File: src/sv/rasm_pkg.sv
// shared types, constants and blink phase helpers for the rider alert block
`timescale 1ns / 1ps

package rasm_pkg;

    typedef enum logic [1:0] {
        MODE_OK     = 2'd0,
        MODE_DROWSY = 2'd1,
        MODE_CRASH  = 2'd2,
        MODE_PANIC  = 2'd3
    } mode_t;

    typedef enum logic [2:0] {
        REG_PITCH_LOW     = 3'd0,
        REG_PITCH_HIGH    = 3'd1,
        REG_CRASH_ACCEL   = 3'd2,
        REG_CRASH_RATE    = 3'd3,
        REG_DROWSY_CONFIRM = 3'd4,
        REG_ALERT_HOLD    = 3'd5,
        REG_BUTTON_GUARD  = 3'd6,
        REG_BATTERY_LOW   = 3'd7
    } cfg_reg_t;

    localparam int CFG_INDEX_W = 3;
    localparam int CFG_DATA_W  = 16;

    localparam logic [13:0] RST_PITCH_LOW      = 14'd2500;
    localparam logic [13:0] RST_PITCH_HIGH     = 14'd6000;
    localparam logic [15:0] RST_CRASH_ACCEL    = 16'd2500;
    localparam logic [15:0] RST_CRASH_RATE     = 16'd300;
    localparam logic [15:0] RST_DROWSY_CONFIRM = 16'd1500;
    localparam logic [15:0] RST_ALERT_HOLD     = 16'd3000;
    localparam logic [15:0] RST_BUTTON_GUARD   = 16'd300;
    localparam logic [6:0]  RST_BATTERY_LOW    = 7'd20;

    localparam logic [10:0] HZ_DROWSY = 11'd880;
    localparam logic [10:0] HZ_ALARM  = 11'd1500;

    // floor(x / 125) = (x * PHASE_RECIP) >> PHASE_SHIFT, exact for 28-bit x
    localparam logic [28:0] PHASE_RECIP = 29'd274877907;
    localparam int          PHASE_SHIFT = 35;
    localparam logic [6:0]  PHASE_DIV   = 7'd125;

    typedef struct packed {
        logic [13:0] pitch_low_cdeg;
        logic [13:0] pitch_high_cdeg;
        logic [15:0] crash_accel_mg;
        logic [15:0] crash_rate_dps;
        logic [15:0] drowsy_wait_ms;
        logic [15:0] alert_hold_ms;
        logic [15:0] button_guard_ms;
        logic [6:0]  low_batt_pct;
    } cfg_t;

    typedef struct packed {
        logic [31:0] now_ms;
        logic [13:0] pitch_cdeg;
        logic [15:0] accel_mg;
        logic [15:0] rate_dps;
        logic        button_level;
        logic [6:0]  battery_pct;
    } sample_t;

    typedef struct packed {
        logic drowsy_on;
        logic alarm_buzz;
        logic alarm_red;
        logic ok_blink;
    } phase_t;

    typedef struct packed {
        mode_t       mode_code;
        logic        alert_flag;
        logic        buzzer_on;
        logic [10:0] buzzer_hz;
        logic        vibrate_on;
        logic        red_led_on;
    } result_t;

    // blink flags from time mod 2000
    function automatic phase_t phase_flags(input logic [10:0] m2000);
        phase_t      p;
        logic [10:0] m1000;
        p = '0;
        m1000 = (m2000 >= 11'd1000) ? (m2000 - 11'd1000) : m2000;
        p.drowsy_on = (m1000 < 11'd300);
        p.ok_blink  = (m1000 < 11'd150);
        for (int k = 0; k < 5; k++)
        begin
            if (m2000 >= 11'(400 * k) && m2000 < 11'(400 * k + 200))
            begin
                p.alarm_buzz = 1'b1;
            end
        end
        for (int k = 0; k < 10; k++)
        begin
            if (m2000 >= 11'(200 * k) && m2000 < 11'(200 * k + 100))
            begin
                p.alarm_red = 1'b1;
            end
        end
        return p;
    endfunction

endpackage

File: src/sv/rasm_cfg.sv
// configuration register file with reset defaults
`timescale 1ns / 1ps

module rasm_cfg
    import rasm_pkg::*;
(
    input  logic                   clk,
    input  logic                   rst_n,
    input  logic                   cfg_wr_en,
    input  logic [CFG_INDEX_W-1:0] cfg_index,
    input  logic [CFG_DATA_W-1:0]  cfg_data,
    output cfg_t                   cfg
);

    cfg_t cfg_reg;

    always_ff @(posedge clk or negedge rst_n)
    begin
        if (!rst_n)
        begin
            cfg_reg.pitch_low_cdeg    <= RST_PITCH_LOW;
            cfg_reg.pitch_high_cdeg   <= RST_PITCH_HIGH;
            cfg_reg.crash_accel_mg    <= RST_CRASH_ACCEL;
            cfg_reg.crash_rate_dps    <= RST_CRASH_RATE;
            cfg_reg.drowsy_wait_ms    <= RST_DROWSY_CONFIRM;
            cfg_reg.alert_hold_ms     <= RST_ALERT_HOLD;
            cfg_reg.button_guard_ms   <= RST_BUTTON_GUARD;
            cfg_reg.low_batt_pct      <= RST_BATTERY_LOW;
        end
        else if (cfg_wr_en)
        begin
            case (cfg_reg_t'(cfg_index))
                REG_PITCH_LOW:      cfg_reg.pitch_low_cdeg    <= cfg_data[13:0];
                REG_PITCH_HIGH:     cfg_reg.pitch_high_cdeg   <= cfg_data[13:0];
                REG_CRASH_ACCEL:    cfg_reg.crash_accel_mg    <= cfg_data;
                REG_CRASH_RATE:     cfg_reg.crash_rate_dps    <= cfg_data;
                REG_DROWSY_CONFIRM: cfg_reg.drowsy_wait_ms    <= cfg_data;
                REG_ALERT_HOLD:     cfg_reg.alert_hold_ms     <= cfg_data;
                REG_BUTTON_GUARD:   cfg_reg.button_guard_ms   <= cfg_data;
                REG_BATTERY_LOW:    cfg_reg.low_batt_pct      <= cfg_data[6:0];
                default:            cfg_reg                   <= cfg_reg;
            endcase
        end
    end

    assign cfg = cfg_reg;

endmodule

File: config.mk
export PLATFORM = sky130hd
export DESIGN_NAME = rasm_cfg
export DESIGN_NICKNAME = d
export VERILOG_FILES = /design/src/sv/rasm_pkg.sv /design/src/sv/rasm_cfg.sv
export SDC_FILE = /design/constraint.sdc
export NUM_CORES = 1
export LEC_CHECK = 0
export BUFFER_PORTS_ARGS = -buffer_cell sky130_fd_sc_hd__clkbuf_2
export CORE_ASPECT_RATIO = 0.6
export CORE_MARGIN = 2
export CORE_UTILIZATION = 34
export CTS_CLUSTER_DIAMETER = 120
export CTS_CLUSTER_SIZE = 12
export DETAILED_ROUTE_END_ITERATION = 10
export GPL_ROUTABILITY_DRIVEN = 0
export SYNTH_ARGS = -nofsm -noshare
export SYNTH_HDL_FRONTEND = slang
export SYNTH_SLANG_ARGS = --single-unit
File: constraint.sdc
create_clock -name clk -period 1.75 [get_ports clk]
set_clock_uncertainty 0.15 [all_clocks]
set_input_delay 0.2625 -clock clk [delete_from_list [all_inputs] [get_ports clk]]
set_output_delay 0.2625 -clock clk [all_outputs]
set_load 0.005 [all_outputs]
## Word-level counts from Yosys, hierarchy flattened

Index checks and enable logic that the tools add are counted.

| storage, ports and cells | value |
|---|---|
| register bits after elaboration | 115 |
| bits of input ports | 22 |
| output and inout port bits | 115 |
| logic and storage cells | 24 |

| cells by class | value |
|---|---|
| equality and inequality tests | 7 |
| reduce and logical (&&, ||, !) cells | 9 |

Operators with widths:

| kind | number |
|---|---|
| AND reduction 2 bit | 8 |
| equality test 3 bit, second input constant | 4 |
| equality test 3 x 2 -> 1 bit, second input constant | 2 |
| equality test 3 x 1 -> 1 bit, second input constant | 1 |
| zero test 3 bit | 1 |

## Depth between registers and ports, before layout

Gate-level depths: netlist of run 1.

| logic depth | value |
|---|---|
| depth in word-level cells | 2 |
| mapped depth | 5 |
| depth with buffers taken out | 2 |

## Worst setup path after synthesis of run 1

Ideal clock, no wire load.

| timing path | value |
|---|---|
| path kind | input to register |
| from | input port cfg_index[0] |
| to | register cfg_reg, in the netlist cfg[105] |
| library setup time | 0.125 ns |
| arrival | 1.291 ns |
| data required time | 1.475 ns |
| setup slack | 0.184 ns |
| cell stages on the path | 4 |
| buffers on the path | 2 |
| cell sequence | buf_6 nor4b_4 buf_8 mux2_4 |

| on the way | value |
|---|---|
| word-level cells in the longest chain between the ends | 2 |

Ends and longest elaborated chain:

| item | RTL line | RTL |
|---|---|---|
| from (decl) | rasm_cfg.sv:10 | `input logic [CFG_INDEX_W-1:0] cfg_index,` |
| zero test 3 bit | rasm_cfg.sv:32 | `case (cfg_reg_t'(cfg_index))` |
| AND reduction 2 bit (no line) | n/a |  |
| to (signal assigned) | rasm_cfg.sv:41 | `default: cfg_reg <= cfg_reg;` |
| to (decl) | rasm_cfg.sv:15 | `cfg_t cfg_reg;` |

No other way between the ends.
A chain may end at the register's enable or synchronous reset.

## Final worst setup path of run 1

| timing path | value |
|---|---|
| from | register cfg_reg, in the netlist cfg[60] |
| to | output port cfg[60] (netlist name) |

RTL lines:

| item | RTL line | RTL |
|---|---|---|
| to (decl) | rasm_cfg.sv:12 | `output cfg_t cfg` |

No word-level cell between the ends.

==> reports/summary.txt, run 1 <==
run status = finished clean
Reg-to-Reg End = cfg[94]
most frequent cells in the layout = 135 x clkbuf_2, 75 x mux2_2, 74 x dfrtp_1
# DRC = 0
Max VDD drop = 0.569 mV
Max H-tree Level = 4
fillers = 1167
total CTS buffers = 17
post-synth cell types = 14
Pre-antenna DRT Iters = 3
WS Path Type = reg2out
transition time of the tightest slew-check pin = 426 ps
Critical-path top delay cell = dfstp_2
Sequential Area = 2930 sq um
largest net degree at the start of global routing = 48
Layout area overhead = 34.4%
final period utilization = 84.5%
Period minus WS final = 1480 ps
CTS tree = done
initial drt markers = 86
max-slew violations = 0
# IOs = 137
Leakage Power = 0.00294 uW
syn nets = 274
die area = 14600 sq um
delay-heaviest family, CP = flip-flops
Critical Path Sink Type = output pin
share of cells above drive strength 1 = 78.8%
final hold vios = 0
max_cap viols = 0
post-synthesis cell count = 252
Die W = 155 microns
worst hold path stage count = 2
DR top layer = met4
Max clock buf depth = 2
post-route setup slack = 271 ps
Avg WL per Cell = 18.4 microns
Seq cells post-synth = 115
met2 WL post-DR = 4520 microns
most common cell after layout, fill and taps aside = clkbuf_2
final setup violation count = 0
met3 wire length = 763 microns
P per Cell Area = 1400 nW/um^2
# port buffers = 136
FF-to-FF Start = cfg[94]
Finished Core Util = 47.6%
hold endpoint = cfg[96]
routed via count = 2749
# resized after CTS = 0
Core ar. = 13100 sq um
Initial Utilization = 35.4%
CP bufs+invs = 1
RSZ-0062 raised after global routing = false
Final ANT Viol Nets = 0
Fmax = 676 MHz
final hold slack = 41.8 ps
final instance area = 6210 sq um
max FFs per register = 115
total grt overflow = 0
multi-input logic area = 1560 sq um
Tot GR Track Use = 16.1%
Synth Area per Inst = 18.3 sq um
normalized max-slew margin = 71.6%
Crit Path Max Fanout = 2
root buf cell = clkbuf_16
met1 wire length = 5580 microns
Arr. time, crit path = 1070 ps
Worst-path clk slew = 50 ps
DPL Wire Length = 7680 microns
vias in the first global route = 2930
antenna violations before repair = 0
clk_lat worst skew = 410 ps
Layout Nets = 434
CP required = 1340 ps
HP Class = in2reg
critical-path cell list = clkbuf_2
clock sinks = 115
synthesized area = 4620 sq um
number of diodes = 0
Vias per Instance = 4.62
Placed Area = 5590 sq um
Seq/Total Area, Yosys = 63.4%
Worst path max stage delay = 540 ps
HP Start = cfg_data[9]
global-route wire length before repair = 17200 microns
Die Span Y = 94.3 microns
Syn. warnings = 0
Row Count = 32
r2r worst-path depth = 1
pre-CTS setup slack = -0.412 ps
CP startpoint kind = flip-flop
Post-Route WL = 10900 microns
Worst R2R Setup Slack = 790 ps
[layout make-up]
type | instances | area share [%]
Timing Repair Buffer | 155 | 14.8
Sequential cell | 115 | 47.2
Clock inverter | 9 | 1.65
Clock buffer | 23 | 7.85
Tap cell | 170 | 3.42
Multi-Input combinational cell | 123 | 25.1
[cells in the mapped netlist (all sizes together)]
library cell | count | area share (%)
and4bb | 2 | 0.54
nand4b | 3 | 1.5
nor4b | 1 | 0.51
dfrtp | 74 | 40
nand4 | 1 | 0.14
mux2 | 115 | 30
dfstp | 41 | 23
buf | 14 | 3.2
nor4bb | 1 | 0.22
[report_power, final]
group          switching, uW  internal (uW)
Clock                   1180           2230
Sequential               351           3400
Combinational            601            945
[worst max path at each step]
stage	from	endpoint	slack (ps)	cells past startpoint
after floorplan	cfg_index[0]	cfg[105]	180	4
after global placement	cfg_index[2]	cfg[90]	40	4
after detailed placement	cfg_index[2]	cfg[90]	-0.4	4
after CTS	cfg[60]	cfg[60]	250	1
after global routing	cfg[60]	cfg[60]	230	1
final	cfg[60]	cfg[60]	270	1
[per-layer routing]
layer  vias to the layer above  GRT usage (%)
met3                         7           6.69
met4                         0           4.63
met2                        90           21.9
met5                         -              0
met1                      1427           23.2
li1                       1225              -
[metrics by stage]
step / power, uW / setup TNS (ps) / std cells
after floorplan: 4440 / 0 / 252
after global placement: 5310 / 0 / 560
after detailed placement: 5360 / -0.412 / 560
after CTS: 8840 / 0 / 595
after global routing: 9180 / 0 / 595
final: 8720 / 0 / 595
[kinds of logic after synthesis]
logic type,Yosys count,share of synthesized area (%)
AND/OR/NAND/NOR,8,2.95
multiplexers,115,30.5
flip-flops,115,63.4
buffers and inverters,14,3.22
[timing repair]
item	4_1_cts	5_1_grt
endpoints found under the hold margin	84	0
setup buffers	0	0
hold buffers	3	0
No activity file was read; power rests on OpenSTA's default activity.
==> inputs of run 2 (changes only) <==
==> constraint.sdc (replaced) <==
create_clock -name clk -period 1.4 [get_ports clk]
set_clock_uncertainty 0.15 [all_clocks]
set_input_delay 0.21 -clock clk [delete_from_list [all_inputs] [get_ports clk]]
set_output_delay 0.21 -clock clk [all_outputs]
set_load 0.005 [all_outputs]
==> run 2 against run 1 <==
The flow now finishes with violations (negative setup slack). Register-to-register slack got worse by 360 ps. Final area grew 6.5%. Die area unchanged. Largest cell class unchanged. Critical path type unchanged.
==> reports/summary.txt, run 2 (synthesis gave the netlist of run 1 again) <==
largest net degree at the start of global routing = 30 (-38%)
total CTS buffers = 17 (unchanged)
Critical Path Sink Type = output pin
multi-input logic area = 1590 sq um (+2.2%)
run status = finished with violations
Core ar. = 13100 sq um (unchanged)
Worst-path clk slew = 60 ps (about the same)
initial drt markers = 99 (+15%)
Finished Core Util = 50.7% (+3.1 points)
Crit Path Max Fanout = 2 (unchanged)
CP required = 1040 ps (-300 ps)
Avg WL per Cell = 18.1 microns (-1.5%)
Critical-path top delay cell = dfstp_2
Die Span Y = 94.3 microns (unchanged)
Initial Utilization = 35.4% (unchanged)
Arr. time, crit path = 1050 ps (-20 ps)
DPL Wire Length = 8210 microns (+6.8%)
Fmax = 710 MHz
Pre-antenna DRT Iters = 5 (+2)
final instance area = 6620 sq um (+6.5%)
max-slew violations = 0 (unchanged)
# IOs = 137 (unchanged)
Max H-tree Level = 4 (unchanged)
Post-Route WL = 11200 microns (+2.6%)
Max clock buf depth = 2 (unchanged)
HP Class = in2reg
Die W = 155 microns (unchanged)
share of cells above drive strength 1 = 82.2% (+3.4 points)
final period utilization = 101%
number of diodes = 0 (unchanged)
total grt overflow = 0 (unchanged)
final hold slack = 0.362 ps (-41.5 ps)
clock sinks = 115 (unchanged)
Period minus WS final = 1410 ps
Placed Area = 5750 sq um (+2.8%)
root buf cell = clkbuf_16
CTS tree = done
most common cell after layout, fill and taps aside = clkbuf_2
max FFs per register = 115 (unchanged)
fillers = 1116 (-4.4%)
# DRC = 0 (unchanged)
global-route wire length before repair = 17600 microns (+2.5%)
# port buffers = 136 (unchanged)
Final ANT Viol Nets = 0 (unchanged)
routed via count = 2849 (+3.6%)
failing checks = negative setup slack
critical-path cell list = clkbuf_2
delay-heaviest family, CP = flip-flops
most frequent cells in the layout = 113 x clkbuf_2, 75 x mux2_2, 74 x dfrtp_1
TNS Setup = -53.2 ps (-53.2 ps)
Leakage Power = 0.00314 uW (+6.6%)
Tot GR Track Use = 16.5% (+0.41 points)
die area = 14600 sq um (unchanged)
vias in the first global route = 2941 (+0.38%)
Layout area overhead = 43.2%
CP startpoint kind = flip-flop
Vias per Instance = 4.60 (-0.54%)
max_cap viols = 0 (unchanged)
Worst path max stage delay = 540 ps (about the same)
final hold vios = 0 (unchanged)
P per Cell Area = 1730 nW/um^2 (+23%)
post-route setup slack = -9.09 ps (-281 ps)
transition time of the tightest slew-check pin = 348 ps (-77.7 ps)
Sequential Area = 2930 sq um (unchanged)
final setup violation count = 12 (+12)
normalized max-slew margin = 76.8% (+5.2 points)
clk_lat worst skew = 400 ps (about the same)
Max VDD drop = 0.775 mV (+36%)
RSZ-0062 raised after global routing = true
WS Path Type = reg2out
Row Count = 32 (unchanged)
Layout Nets = 459 (+5.8%)
antenna violations before repair = 0 (unchanged)
CP bufs+invs = 1 (unchanged)
[run 2: cell types whose count changed in the layout (fill, tap and decap cells not counted), sizes merged]
cell         before  now
inv               0    2
clkinvlp          3    4
clkbuf          158  131
clkinv            4    5
buf              17   63
dlygate4sd3       3    4
bufinv            2    3
[run 2: repair_timing]
action,CTS,global route
hold buffers,4,0
gates cloned,0,0
endpoints found under the hold margin,92,0
endpoints found under the setup margin,41,41
gates resized for setup,1,39
setup buffers,8,1
[run 2: final cells by class]
type,count,area share (%)
clock buffer,18,6.64
clock inverter,14,2.69
multi-input combinational,123,24.1
sequential,115,44.3
tap,170,3.21
timing repair buffer,180,19.1
[run 2: path summary, 6_finish.rpt]
path	startpoint	cells past startpoint	slack [ps]	end
max	cfg[43]	1	-9	cfg[43]
min	cfg_data[9]	2	0.4	cfg[110]
max reg2reg	cfg[47]	2	430	cfg[47]
min reg2reg	cfg[87]	1	340	cfg[87]
max in group asynchronous	rst_n	3	450	cfg[60]
min in group asynchronous	rst_n	2	100	cfg[0]
[run 2: stage by stage]
stage / setup slack, ps / std cells / power, uW
floorplan: -108 / 252 / 5610
global placement: -173 / 575 / 6730
detailed placement: -209 / 575 / 6800
CTS: -39.5 / 619 / 11400
global route: -50.1 / 620 / 12000
finish: -9.09 / 620 / 11500
[run 2: where the power goes]
group	leakage, uW	total [uW]	internal, uW	switching, uW
logic	0.00153	2310	1480	826
clock network	0.000289	4450	2860	1590
registers	0.00132	4700	4260	443
[run 2: routing by layer]
layer	wire length [microns]	share of wire (%)	vias up	track usage, %
met3	755	6.7	14	6.78
met5	0	0	-	0
met2	4690	42	88	22.7
li1	-	-	1284	-
met1	5670	50	1463	23.6
met4	118	1.1	0	4.86
